$ cat config.mk
export PLATFORM = sky130hd
export DESIGN_NAME = ptcp_queue
export DESIGN_NICKNAME = d
export VERILOG_FILES = /design/src/hw/rtl/ptcp_pkg.sv /design/src/hw/rtl/ptcp_queue.sv
export SDC_FILE = /design/constraint.sdc
export NUM_CORES = 1
export LEC_CHECK = 0
export ABC_CLOCK_PERIOD_IN_PS = 2600
export CAP_MARGIN = 0
export CORE_MARGIN = 3
export CORE_UTILIZATION = 38
export DETAILED_ROUTE_END_ITERATION = 7
export DONT_BUFFER_PORTS = 1
export SYNTH_ARGS = -nofsm -noshare
export SYNTH_HDL_FRONTEND = slang
export SYNTH_SLANG_ARGS = --single-unit
$ cat constraint.sdc
create_clock -name clk -period 2.6 [get_ports clk]
set_clock_uncertainty 0.2 [all_clocks]
set_input_delay 0.26 -clock clk [delete_from_list [all_inputs] [get_ports clk]]
set_output_delay 0.26 -clock clk [all_outputs]
set_load 0.03 [all_outputs]
$ cat src/hw/rtl/ptcp_pkg.sv
package ptcp_pkg;

	typedef enum logic [2:0] {
		REG_INTERIOR = 3'd0,
		REG_VERT_A   = 3'd1,
		REG_VERT_B   = 3'd2,
		REG_VERT_C   = 3'd3,
		REG_EDGE_AB  = 3'd4,
		REG_EDGE_BC  = 3'd5,
		REG_EDGE_CA  = 3'd6
	} region_t;

	localparam int QUEUE_DEPTH = 4;

endpackage

$ cat src/hw/rtl/ptcp_queue.sv
// small fifo of QUEUE_DEPTH entries, used between front and back and between back and output
module ptcp_queue #(
	parameter int W = 8
) (
	input  logic         clk,
	input  logic         arst_n,
	input  logic         push,
	input  logic [W-1:0] wdata,
	output logic         full,
	output logic         nonempty,
	input  logic         pop,
	output logic [W-1:0] rdata
);
	localparam int D = ptcp_pkg::QUEUE_DEPTH;
	localparam int AW = $clog2(D);
	logic [W-1:0] mem_q [D];
	logic [AW-1:0] wp_q, rp_q;
	logic [AW:0] cnt_q;

	always_ff @(posedge clk or negedge arst_n) begin
		if (!arst_n) begin
			wp_q <= '0; rp_q <= '0; cnt_q <= '0;
		end else begin
			if (push) wp_q <= wp_q + 1'b1;
			if (pop) rp_q <= rp_q + 1'b1;
			cnt_q <= cnt_q + (AW+1)'(push) - (AW+1)'(pop);
		end
	end
	always_ff @(posedge clk) begin
		if (push) mem_q[wp_q] <= wdata;
	end
	assign rdata = mem_q[rp_q];
	assign full = cnt_q == (AW+1)'(D);
	assign nonempty = cnt_q != '0;
endmodule

==> impl_results.md, run 1 <==
- Synth-to-layout area growth: 17.4%
- Max-cap violations: 0
- Initial antenna violation count: 0
- Worst path slowest cell: dfrtp_1
- Tcrit/Tclk final: 0.840
- # diodes: 0
- CTS tree: yes
- Post-DRT Antenna Nets: 0
- Die ar.: 4860 um2
- Fmax: 0.458 GHz
- R2R depth: 7
- Syn avg cell area: 20.3 um2
- RSZ-0062 raised after global routing: no
- Nature of the critical path startpoint: register
- Total grt overflow: 0
- Setup_tns: 0 ns
- Nets: 111
- Crit-path cells: mux4_2
- Flop and latch count out of synthesis: 39
- Largest net degree at the start of global routing: 15
- Synth top area cells: edfxtp_1 (62%), mux4_2 (12%), dfrtp_1 (11%)
- First-pass GRT wire length: 4.02 mm
- Post-Syn Area: 1540 um2
- Worst endpoint required time: 2.14 ns
- Headroom to the max-slew limit: 0.601
- Reg2reg start: cnt_q[0]$_DFF_PN0_
- Slew Limit Fails: 0
- CTS max path bufs: 2
- Post-CTS Setup Inserts: 0
- Maximum VDD drop: 0.000388 V
- Area of the multi-input gates: 369 um2
- Port Buffer Count: 0
- Post-route minimum period: 2.19 ns
- Synth top cells by count: edfxtp_1 (32), mux4_2 (8), dfrtp_1 (7)
- Setup CP Type: reg2out
- Clock root buffer: clkbuf_8
- P per Cell Area: 1150 nW/um2
- Post-synth net total: 95
- Worst path max stage delay: 0.73 ns
- Share of Yosys cell area claimed by the top area cell type: 0.622
- Row Count: 22
- Post-Syn Instances: 76
- FF-to-FF End: cnt_q[2]$_DFF_PN0_
- Setup crit end kind: output port
- Hold_buf cts: 11
- Tightest Pin Transition: 0.599 ns
- Routed WL: 2.33 mm
- Vias in the first global route: 751
- Status: complete, no violations
- DR pass1 iterations: 4
- Post-route DRC: 0
- Asr flop ratio synth: 0.179
- Cell family with most CP delay: flip-flops
- DRT iter0 DRCs: 39
- Maximum fanout along the worst path: 10
- Post-synth EDFFs: 32
- Wire per inst: 16.5 um
- Die H: 69.7 um
- Register-to-register setup slack: 0.75 ns
- Post-DR vias/cell: 4.99
- Num CTS Buffers: 5
- Total Routing Usage GR: 0.113
- Starting Density: 0.406
- Register area: 1140 um2
- Most common cell in the netlist: edfxtp_1
- Leakage: 0.652 nW
- Ports: 22
- Final Setup Violations: 0
- Unique masters post-synth: 15
- Buf/Inv on CP: 0
- Layout cell share with drive strength beyond 1: 0.172
- Post_cts resized: 0
- CTS clk-pin slew, worst paths: 0.08 ns
- Hpwl dp: 1.51 mm
- CTS Sinks: 39
- Die Wd: 69.7 um
- Worst skew pair latency: 0.29 ns
- Hold WS: 0.103 ns
- Biggest area consumer among synthesized cells: edfxtp_1
- Layout filler cell count: 326
- Vias: 703
- WP data arrival: 1.73 ns
- Gpl congestion: 0.686
- Core Area: 3800 um2
- H-Tree Level Count: 2
- Primary FF master, synth: edfxtp_1
- HP Class: in2async
- YS warnings: 0
- Register area share after synthesis: 0.736
- Endpoints failing hold: 0
[state kept, by name, indices dropped and copies added, names as in the netlist]
| signal | count |
|---|---|
| mem_q | 32 |
| rp_q | 2 |
| wp_q | 2 |
| cnt_q | 3 |
[area by class of cell]
type	count	share of cell area
Clock buffer	5	0.0380
Clock inverter	3	0.0255
Inverter	6	0.0124
Multi-Input combinational cell	29	0.204
Sequential cell	39	0.627
Tap cell	48	0.0331
Timing Repair Buffer	11	0.0607
[cells in the final DEF, fill, tap and decap left out]
cell           netlist  routed
or3_1                1       1
inv_1                6       6
xor2_1               3       3
ha_1                 6       6
bufinv_16            0       1
dlygate4sd3_1        0      11
o21ai_0              1       1
and2_1               4       4
inv_6                0       1
and3_1               1       1
clkinvlp_4           0       1
nand2_1              2       2
mux4_2               8       8
fa_1                 1       1
xnor2_1              2       2
dfrtp_1              7       7
clkbuf_8             0       5
edfxtp_1            32      32
[through the flow]
stage,setup slack [ns],std cells,instance area [um2],total power [mW],util
2_1_floorplan,0.826,76,1540,1.49,-
4_1_cts,0.362,141,1810,2.11,0.477
3_5_place_dp,0.695,122,1590,1.58,0.418
5_1_grt,0.266,141,1810,2.21,0.477
6_report,0.415,141,1810,2.08,0.477
3_3_place_gp,0.720,122,1590,1.55,0.418
[cell families after synthesis]
| logic type | count (synthesis) | synth area share |
|---|---|---|
| AO/OA/AOI/OAI | 1 | 0.00324 |
| multiplexers | 8 | 0.117 |
| XOR/XNOR | 5 | 0.0284 |
| adder cells (fa/ha/maj) | 7 | 0.0616 |
| buffers and inverters | 8 | 0.0251 |
| flip-flops | 39 | 0.736 |
| AND/OR/NAND/NOR | 8 | 0.0292 |
[routing by layer]
| layer | track usage | part of all wire | up-vias | wire length [um] |
|---|---|---|---|---|
| li1 | - | - | 316 | - |
| met3 | 0.0522 | 0.057 | 6 | 133 |
| met1 | 0.134 | 0.39 | 364 | 919 |
| met5 | 0 | 0 | - | 0 |
| met4 | 0.0511 | 0.021 | 0 | 50 |
| met2 | 0.175 | 0.53 | 17 | 1230 |
[worst max-delay path by stage]
stage	startpoint	to	slack [ns]	cells past startpoint
after floorplan	cnt_q[0]$_DFF_PN0_	cnt_q[2]$_DFF_PN0_	0.83	7
after global placement	rp_q[0]$_DFFE_PN0P_	rdata[6]	0.72	1
after detailed placement	rp_q[0]$_DFFE_PN0P_	rdata[6]	0.69	1
after CTS	rp_q[0]$_DFFE_PN0P_	rdata[6]	0.36	1
after global routing	rp_q[0]$_DFFE_PN0P_	rdata[3]	0.27	1
final	rp_q[0]$_DFFE_PN0P_	rdata[3]	0.41	1
[where the power goes]
part | internal, mW | switching (mW) | total, mW
Clock | 0.289 | 0.219 | 0.508
Combinational | 0.233 | 0.373 | 0.606
Sequential | 0.839 | 0.124 | 0.963
Total | 1.36 | 0.716 | 2.08
No activity file was read; power rests on OpenSTA's default activity.
==> run 2: changes to the inputs <==
--- a/config.mk
+++ b/config.mk
@@ -5,7 +5,8 @@
 export SDC_FILE = /design/constraint.sdc
 export NUM_CORES = 1
 export LEC_CHECK = 0
-export ABC_CLOCK_PERIOD_IN_PS = 2600
+export ABC_AREA = 1
+export ABC_CLOCK_PERIOD_IN_PS = 1900
 export CAP_MARGIN = 0
 export CORE_MARGIN = 3
 export CORE_UTILIZATION = 38
==> constraint.sdc (replaced) <==
create_clock -name clk -period 1.9 [get_ports clk]
set_clock_uncertainty 0.2 [all_clocks]
set_input_delay 0.19 -clock clk [delete_from_list [all_inputs] [get_ports clk]]
set_output_delay 0.19 -clock clk [all_outputs]
set_load 0.03 [all_outputs]
==> run 2 against run 1 <==
  * Core utilization is 2.1 points lower
  * Cell count rose by 70%
  * Count of clock-buffer cells in the layout unchanged
  * Synthesized cell count rose by 130%
  * Critical path depth rose by 9
  * Non-clock buffer count increased by 3
  * Hold slack got worse by 0.057 ns
  * Critical endpoint is now cnt_q[2]$_DFF_PN0_
  * Largest power group unchanged
==> impl_results.md, run 2 <==
- Hpwl dp: 2.04 mm (was 1.51 mm)
- HP Class: in2async (unchanged)
- Headroom to the max-slew limit: 0.738 (was 0.601)
- Met3 usage: 0.0401 (was 0.0522)
- Max FFs per register: 32 (unchanged)
- CTS max path bufs: 2 (unchanged)
- Synth-to-layout area growth: 13.6% (was 17.4%)
- Post-DRT Antenna Nets: 0 (unchanged)
- Sw Ratio: 0.420 (was 0.345)
- Setup crit end kind: register (was output port)
- Gpl congestion: 0.658 (was 0.686)
- Tcrit/Tclk final: 0.950
- Biggest regs: mem_q (32), cnt_q (3) (unchanged)
- Post-Syn Instances: 171 (was 76)
- Total Routing Usage GR: 0.118 (was 0.113)
- Dpl ws: 0.0459 ns (was 0.695 ns)
- Post-route minimum period: 1.81 ns
- Asr flop ratio synth: 0.179 (unchanged)
- Syn avg cell area: 10.5 um2 (was 20.3 um2)
- Final instance area: 2040 um2 (was 1810 um2)
- Row Count: 24 (was 22)
- Worst endpoint required time: 1.92 ns (was 2.14 ns)
- Layout filler cell count: 406 (was 326)
- Endpoints failing hold: 0 (unchanged)
- Setup CP Type: reg2reg (was reg2out)
- P per Cell Area: 1460 nW/um2 (was 1150 nW/um2)
- Post-route DRC: 0 (unchanged)
- DR pass1 iterations: 4 (unchanged)
- Commonest cells after routing, fill and taps aside: inv_1 (43), nand2_1 (42), edfxtp_1 (32) (was edfxtp_1 (32), dlygate4sd3_1 (11), mux4_2 (8))
- Routed WL: 2.87 mm (was 2.33 mm)
- H-Tree Level Count: 2 (unchanged)
- Die ar.: 5600 um2 (was 4860 um2)
- First-pass GRT wire length: 4.73 mm (was 4.02 mm)
- Maximum fanout along the worst path: 2 (was 10)
- FF-to-FF End: cnt_q[2]$_DFF_PN0_ (unchanged)
- Primary FF master, synth: edfxtp_1 (unchanged)
- Core Area: 4470 um2 (was 3800 um2)
- YS warnings: 0 (unchanged)
- Port Buffer Count: 0 (unchanged)
- Clock power share: 0.160 (was 0.245)
- Tightest Pin Transition: 0.392 ns (was 0.599 ns)
- DRT iter0 DRCs: 66 (was 39)
- Unique masters post-synth: 17 (was 15)
- Final Setup Violations: 0 (unchanged)
- Die H: 74.8 um (was 69.7 um)
- Nature of the critical path startpoint: register (unchanged)
- Met1 usage in global routing: 0.122 (was 0.134)
- Vias in the first global route: 1,019 (was 751)
- CTS clk-pin slew, worst paths: 0.07 ns (was 0.08 ns)
- Most common cell after layout, fill and taps aside: inv_1 (was edfxtp_1)
- Status: complete, no violations (unchanged)
- Combinational share of power: 0.409 (was 0.292)
- Total grt overflow: 0 (unchanged)
- Worst setup margin: 0.0946 ns (was 0.415 ns)
- Ports: 22 (unchanged)
- Reg2reg start: cnt_q[0]$_DFF_PN0_ (unchanged)
- Share of Yosys cell area claimed by the top area cell type: 0.534 (was 0.622)
- Slew Limit Fails: 0 (unchanged)
- CTS tree: yes (unchanged)
- Post-Syn Area: 1800 um2 (was 1540 um2)
- Fmax: 0.554 GHz
- # diodes: 0 (unchanged)
- Synth top cells by count: inv_1 (44), nand2_1 (43), edfxtp_1 (32) (was edfxtp_1 (32), mux4_2 (8), dfrtp_1 (7))
- Num CTS Buffers: 5 (unchanged)
- Initial antenna violation count: 0 (unchanged)
- Register area share after synthesis: 0.631 (was 0.736)
- Synth top area cells: edfxtp_1 (53%), dfrtp_1 (9.7%), inv_1 (9.2%) (was edfxtp_1 (62%), mux4_2 (12%), dfrtp_1 (11%))
- Starting Density: 0.402 (was 0.406)
- Hold WS: 0.0456 ns (was 0.103 ns)
- Post-synth net total: 190 (was 95)
- Setup_tns: 0 ns (unchanged)
- Post-DR vias/cell: 4.50 (was 4.99)
- Layout cell share with drive strength beyond 1: 0.134 (was 0.172)
- Biggest area consumer among synthesized cells: edfxtp_1 (unchanged)
- WP data arrival: 1.82 ns (was 1.73 ns)
- Internal power: 1.72 mW (was 1.36 mW)
- Leakage: 0.964 nW (was 0.652 nW)
- Max-cap violations: 0 (unchanged)
- Maximum VDD drop: 0.000685 V (was 0.000388 V)
- Most common cell in the netlist: inv_1 (was edfxtp_1)
- CTS Sinks: 39 (unchanged)
- Post-DP Area: 1830 um2 (was 1590 um2)
- Wire per inst: 12.0 um (was 16.5 um)
- GR peak layer: met2 (unchanged)
- Met2 Resource Use GR: 0.214 (was 0.175)
- Register-to-register setup slack: 0.09 ns (was 0.75 ns)
- Nets: 206 (was 111)
- Clock root buffer: clkbuf_8 (unchanged)
- Largest net degree at the start of global routing: 17 (was 15)
- Vias: 1,075 (was 703)
- Net Sw Power: 1.25 mW (was 716 uW)
- Worst skew pair latency: 0.27 ns (was 0.29 ns)
- Flop and latch count out of synthesis: 39 (unchanged)
- Biggest register: mem_q (unchanged)
- Flop pwr share: 0.430 (was 0.464)
- Die Wd: 74.8 um (was 69.7 um)
- R2R depth: 10 (was 7)
- Post-synth EDFFs: 32 (unchanged)
==> run 2: cell count changes after synthesis, moves of 2 or more <==
cell	delta
mux4_2	-8
nand2_1	+41
nand3_1	+18
xnor2_1	-2
nand2_2	+8
inv_1	+38
and2_1	-4
==> run 2: power groups by stage <==
stage               Clock (mW)  Combinational (mW)  Sequential, mW
CTS                      0.501                1.20            1.28
detailed placement           0                1.17            1.30
global placement             0                1.11            1.29
floorplan                    0                1.09            1.22
finish                   0.477                1.22            1.28
global route             0.548                1.36            1.31
==> run 2: per-stage QoR <==
| step | util | std cells | total power, mW |
|---|---|---|---|
| after floorplan | - | 171 | 2.32 |
| after global placement | 0.408 | 220 | 2.40 |
| after detailed placement | 0.408 | 220 | 2.47 |
| after CTS | 0.450 | 238 | 2.98 |
| after global routing | 0.457 | 239 | 3.22 |
| final | 0.457 | 239 | 2.97 |
==> run 2: repair_timing <==
action,in CTS,in global routing
endpoints found under the setup margin,0,2
hold buffers,11,0
hold endpoints to repair,44,0
buffers inserted,0,1
gates resized for setup,0,6
==> run 2: critical path: stages (launching register included) <==
cell	delay (ns)
dfrtp_1	0.36
inv_2	0.06
ha_4	0.25
inv_1	0.03
ha_2	0.17
fa_2	0.36
inv_1	0.06
nand2_1	0.06
nand2_1	0.08
nand2_1	0.05
nand2_1	0.05
==> run 2: kinds of logic (layout without fill, tap and decap cells) <==
family                   after synthesis  count (layout)  share of synthesized area
AND/OR/NAND/NOR                       70              70                      0.170
AO/OA/AOI/OAI                          1               1                    0.00278
buffers and inverters                 51              67                      0.128
adder cells (fa/ha/maj)                7               7                     0.0529
XOR/XNOR                               3               3                     0.0146
flip-flops                            39              39                      0.631
==> run 2: cell type report <==
cell class / count / area [um2] / area share
clock buffers: 5 / 68.8 / 0.0337
clock inverters: 2 / 8.76 / 0.00429
multi-input cells: 81 / 453 / 0.222
well taps: 52 / 65.1 / 0.0318
flip-flops and latches: 39 / 1140 / 0.557
repair buffers: 14 / 133 / 0.0649
inverters: 46 / 178 / 0.0870
==> run 2: how the worst max path moves through the flow <==
stage                                  start            endpoint  cells after the start
after floorplan           cnt_q[0]$_DFF_PN0_  cnt_q[2]$_DFF_PN0_                      9
after global placement    cnt_q[0]$_DFF_PN0_  cnt_q[2]$_DFF_PN0_                      9
after detailed placement  cnt_q[0]$_DFF_PN0_  cnt_q[2]$_DFF_PN0_                      9
after CTS                 cnt_q[0]$_DFF_PN0_  cnt_q[2]$_DFF_PN0_                      9
after global routing      cnt_q[0]$_DFF_PN0_  cnt_q[2]$_DFF_PN0_                      9
final                     cnt_q[0]$_DFF_PN0_  cnt_q[2]$_DFF_PN0_                     10
==> run 2: metal layers <==
metal | wire length (um) | up-vias
li1 | - | 554
met1 | 1160 | 500
met2 | 1550 | 19
met3 | 131 | 2
met4 | 27 | 0
met5 | 0 | -
==> run 3: changes to the inputs <==
--- a/config.mk
+++ b/config.mk
@@ -9,7 +9,7 @@
 export ABC_CLOCK_PERIOD_IN_PS = 1900
 export CAP_MARGIN = 0
 export CORE_MARGIN = 3
-export CORE_UTILIZATION = 38
+export CORE_UTILIZATION = 45
 export DETAILED_ROUTE_END_ITERATION = 7
 export DONT_BUFFER_PORTS = 1
 export SYNTH_ARGS = -nofsm -noshare
==> run 3 against run 2 <==
  * First-iteration DRC count down 20%
  * Sequential share of layout area down 0.57 points
  * Routed wire length up 5.4%
  * Power up 6.5%
  * Sequential power about the same
  * Via count up 0.47%
  * Core utilization up 9.4 points
  * Die area down 14%
  * Hold slack worse by 0.021 ns
==> impl_results.md, run 3 (synthesis gave the netlist of run 2 again) <==
- Gpl congestion: 0.771 (was 0.658)
- Most common cell after layout, fill and taps aside: inv_1 (unchanged)
- Post-DR vias/cell: 4.56 (was 4.50)
- Tightest Pin Transition: 0.387 ns (was 0.392 ns)
- Clock power share: 0.209 (was 0.160)
- Sw Ratio: 0.411 (was 0.420)
- Nature of the critical path startpoint: register (unchanged)
- Maximum VDD drop: 0.000608 V (was 0.000685 V)
- # diodes: 0 (unchanged)
- Crit-path cells: inv_1, ha_1, inv_1, ha_1, fa_2, inv_1, nand2_1, nand3_1, nand2_1 (was inv_2, ha_4, inv_1, ha_2, fa_2, inv_1, nand2_1, nand2_1, nand2_1, nand2_1)
- Hpwl dp: 2.07 mm (was 2.04 mm)
- Max FFs per register: 32 (unchanged)
- Ports: 22 (unchanged)
- H-Tree Level Count: 2 (unchanged)
- Clock root buffer: clkbuf_8 (unchanged)
- CTS Sinks: 39 (unchanged)
- Total power: 3.17 mW (was 2.97 mW)
- Commonest cells after routing, fill and taps aside: inv_1 (44), nand2_1 (41), edfxtp_1 (32) (was inv_1 (43), nand2_1 (42), edfxtp_1 (32))
- RSZ-0062 raised after global routing: no
- Row Count: 22 (was 24)
- Initial antenna violation count: 0 (unchanged)
- Die ar.: 4790 um2 (was 5600 um2)
- Fin util: 0.551 (was 0.457)
- Cell family with most CP delay: adder cells (unchanged)
- Headroom to the max-slew limit: 0.742 (was 0.738)
- Total Routing Usage GR: 0.135 (was 0.118)
- DRT iter0 DRCs: 53 (was 66)
- Worst endpoint required time: 1.88 ns (was 1.92 ns)
- Flop pwr share: 0.405 (was 0.430)
- CTS max path bufs: 2 (unchanged)
- Post-route minimum period: 1.81 ns (about the same)
- Num CTS Buffers: 5 (unchanged)
- Wire per inst: 12.8 um (was 12.0 um)
- Setup CP Type: reg2reg (unchanged)
- Status: complete, no violations (unchanged)
- Layout cell share with drive strength beyond 1: 0.127 (was 0.134)
- Internal power: 1.87 mW (was 1.72 mW)
- Starting Density: 0.481 (was 0.402)
- Final Setup Violations: 0 (unchanged)
- Setup crit end kind: register (unchanged)
- Largest net degree at the start of global routing: 17 (unchanged)
- Placed cell count: 217 (was 220)
- DR pass1 iterations: 4 (unchanged)
- Vias: 1,080 (was 1,075)
- Setup_tns: 0 ns (unchanged)
- Biggest register: mem_q (unchanged)
- Endpoints failing hold: 0 (unchanged)
- HP Class: in2async (unchanged)
- Fmax: 0.554 GHz (about the same)
- Final cell count without fillers: 237 (was 239)
- Nets: 207 (was 206)
- Combinational share of power: 0.385 (was 0.409)
- Routed WL: 3.03 mm (was 2.87 mm)
- Worst path slowest cell: dfrtp_1 (unchanged)
- Vias in the first global route: 1,104 (was 1,019)
- CTS clk-pin slew, worst paths: 0.07 ns (about the same)
- Synth-to-layout area growth: 14.6% (was 13.6%)
- Core Area: 3740 um2 (was 4470 um2)
- Net Sw Power: 1.30 mW (was 1.25 mW)
- Port Buffer Count: 0 (unchanged)
- Total grt overflow: 0 (unchanged)
- Die Wd: 69.2 um (was 74.8 um)
- Tcrit/Tclk final: 0.950 (about the same)
- P per Cell Area: 1540 nW/um2 (was 1460 nW/um2)
- Worst path max stage delay: 0.35 ns (was 0.36 ns)
- Die H: 69.2 um (was 74.8 um)
- CTS tree: yes (unchanged)
- Maximum fanout along the worst path: 2 (unchanged)
- WP data arrival: 1.79 ns (was 1.82 ns)
- Most used cell, CP: inv_1 (was nand2_1)
- First-pass GRT wire length: 4.98 mm (was 4.73 mm)
- Slew Limit Fails: 0 (unchanged)
- Post-route DRC: 0 (unchanged)
- Leakage: 0.986 nW (was 0.964 nW)
- Buf/Inv on CP: 3 (unchanged)
- Max-cap violations: 0 (unchanged)
- Post-DRT Antenna Nets: 0 (unchanged)
- Worst skew pair latency: 0.28 ns (was 0.27 ns)
- Biggest regs: mem_q (32), cnt_q (3) (unchanged)
[run 3: power by group through the flow]
| stage | combinational (mW) | clock (mW) | sequential [mW] |
|---|---|---|---|
| floorplan | 1.09 | 0 | 1.22 |
| CTS | 1.21 | 0.676 | 1.29 |
| global route | 1.37 | 0.718 | 1.31 |
| detailed placement | 1.18 | 0 | 1.31 |
| global placement | 1.13 | 0 | 1.30 |
| finish | 1.22 | 0.663 | 1.28 |
[run 3: final timing paths]
check / start / endpoint / slack (ns) / depth (start not counted)
setup reg to reg: cnt_q[0]$_DFF_PN0_ / cnt_q[2]$_DFF_PN0_ / 0.09 / 9
min in group clk: pop / cnt_q[0]$_DFF_PN0_ / 0.11 / 3
max in group asynchronous: arst_n / rp_q[0]$_DFFE_PN0P_ / 1.24 / 1
hold reg to reg: cnt_q[2]$_DFF_PN0_ / cnt_q[2]$_DFF_PN0_ / 0.29 / 2
hold / removal: arst_n / wp_q[0]$_DFFE_PN0P_ / 0.02 / 1
setup / recovery: cnt_q[0]$_DFF_PN0_ / cnt_q[2]$_DFF_PN0_ / 0.09 / 9
[run 3: final cells by class]
cell class / instances / area, um2
clock inverters: 3 / 38.8
multi-input cells: 81 / 440
flip-flops and latches: 39 / 1140
clock buffers: 5 / 68.8
inverters: 46 / 178
fillers: 341 / 1680
well taps: 48 / 60.1
repair buffers: 15 / 140
[run 3: per-layer routing]
| layer | vias up | wire (um) | track usage |
|---|---|---|---|
| met4 | 0 | 38 | 0.0390 |
| li1 | 553 | - | - |
| met5 | - | 0 | 0 |
| met3 | 5 | 149 | 0.0580 |
| met2 | 17 | 1580 | 0.235 |
| met1 | 505 | 1260 | 0.149 |
[run 3: per-stage QoR]
stage,cell area [um2],setup slack (ns),hold WS [ns]
6_report,2060,0.0944,0.0243
5_1_grt,2060,0.00195,0.0424
4_1_cts,2050,0.0291,0.0288
3_5_place_dp,1830,0.0424,-0.305
3_3_place_gp,1830,0.150,-0.305
2_1_floorplan,1800,0.160,-0.306
[run 3: timing repair]
| item | CTS | global route |
|---|---|---|
| endpoints found under the hold margin | 44 | 0 |
| gates resized for setup | 0 | 3 |
| buffers inserted | 0 | 1 |
| setup endpoints to repair | 0 | 3 |
| hold buffers | 11 | 0 |
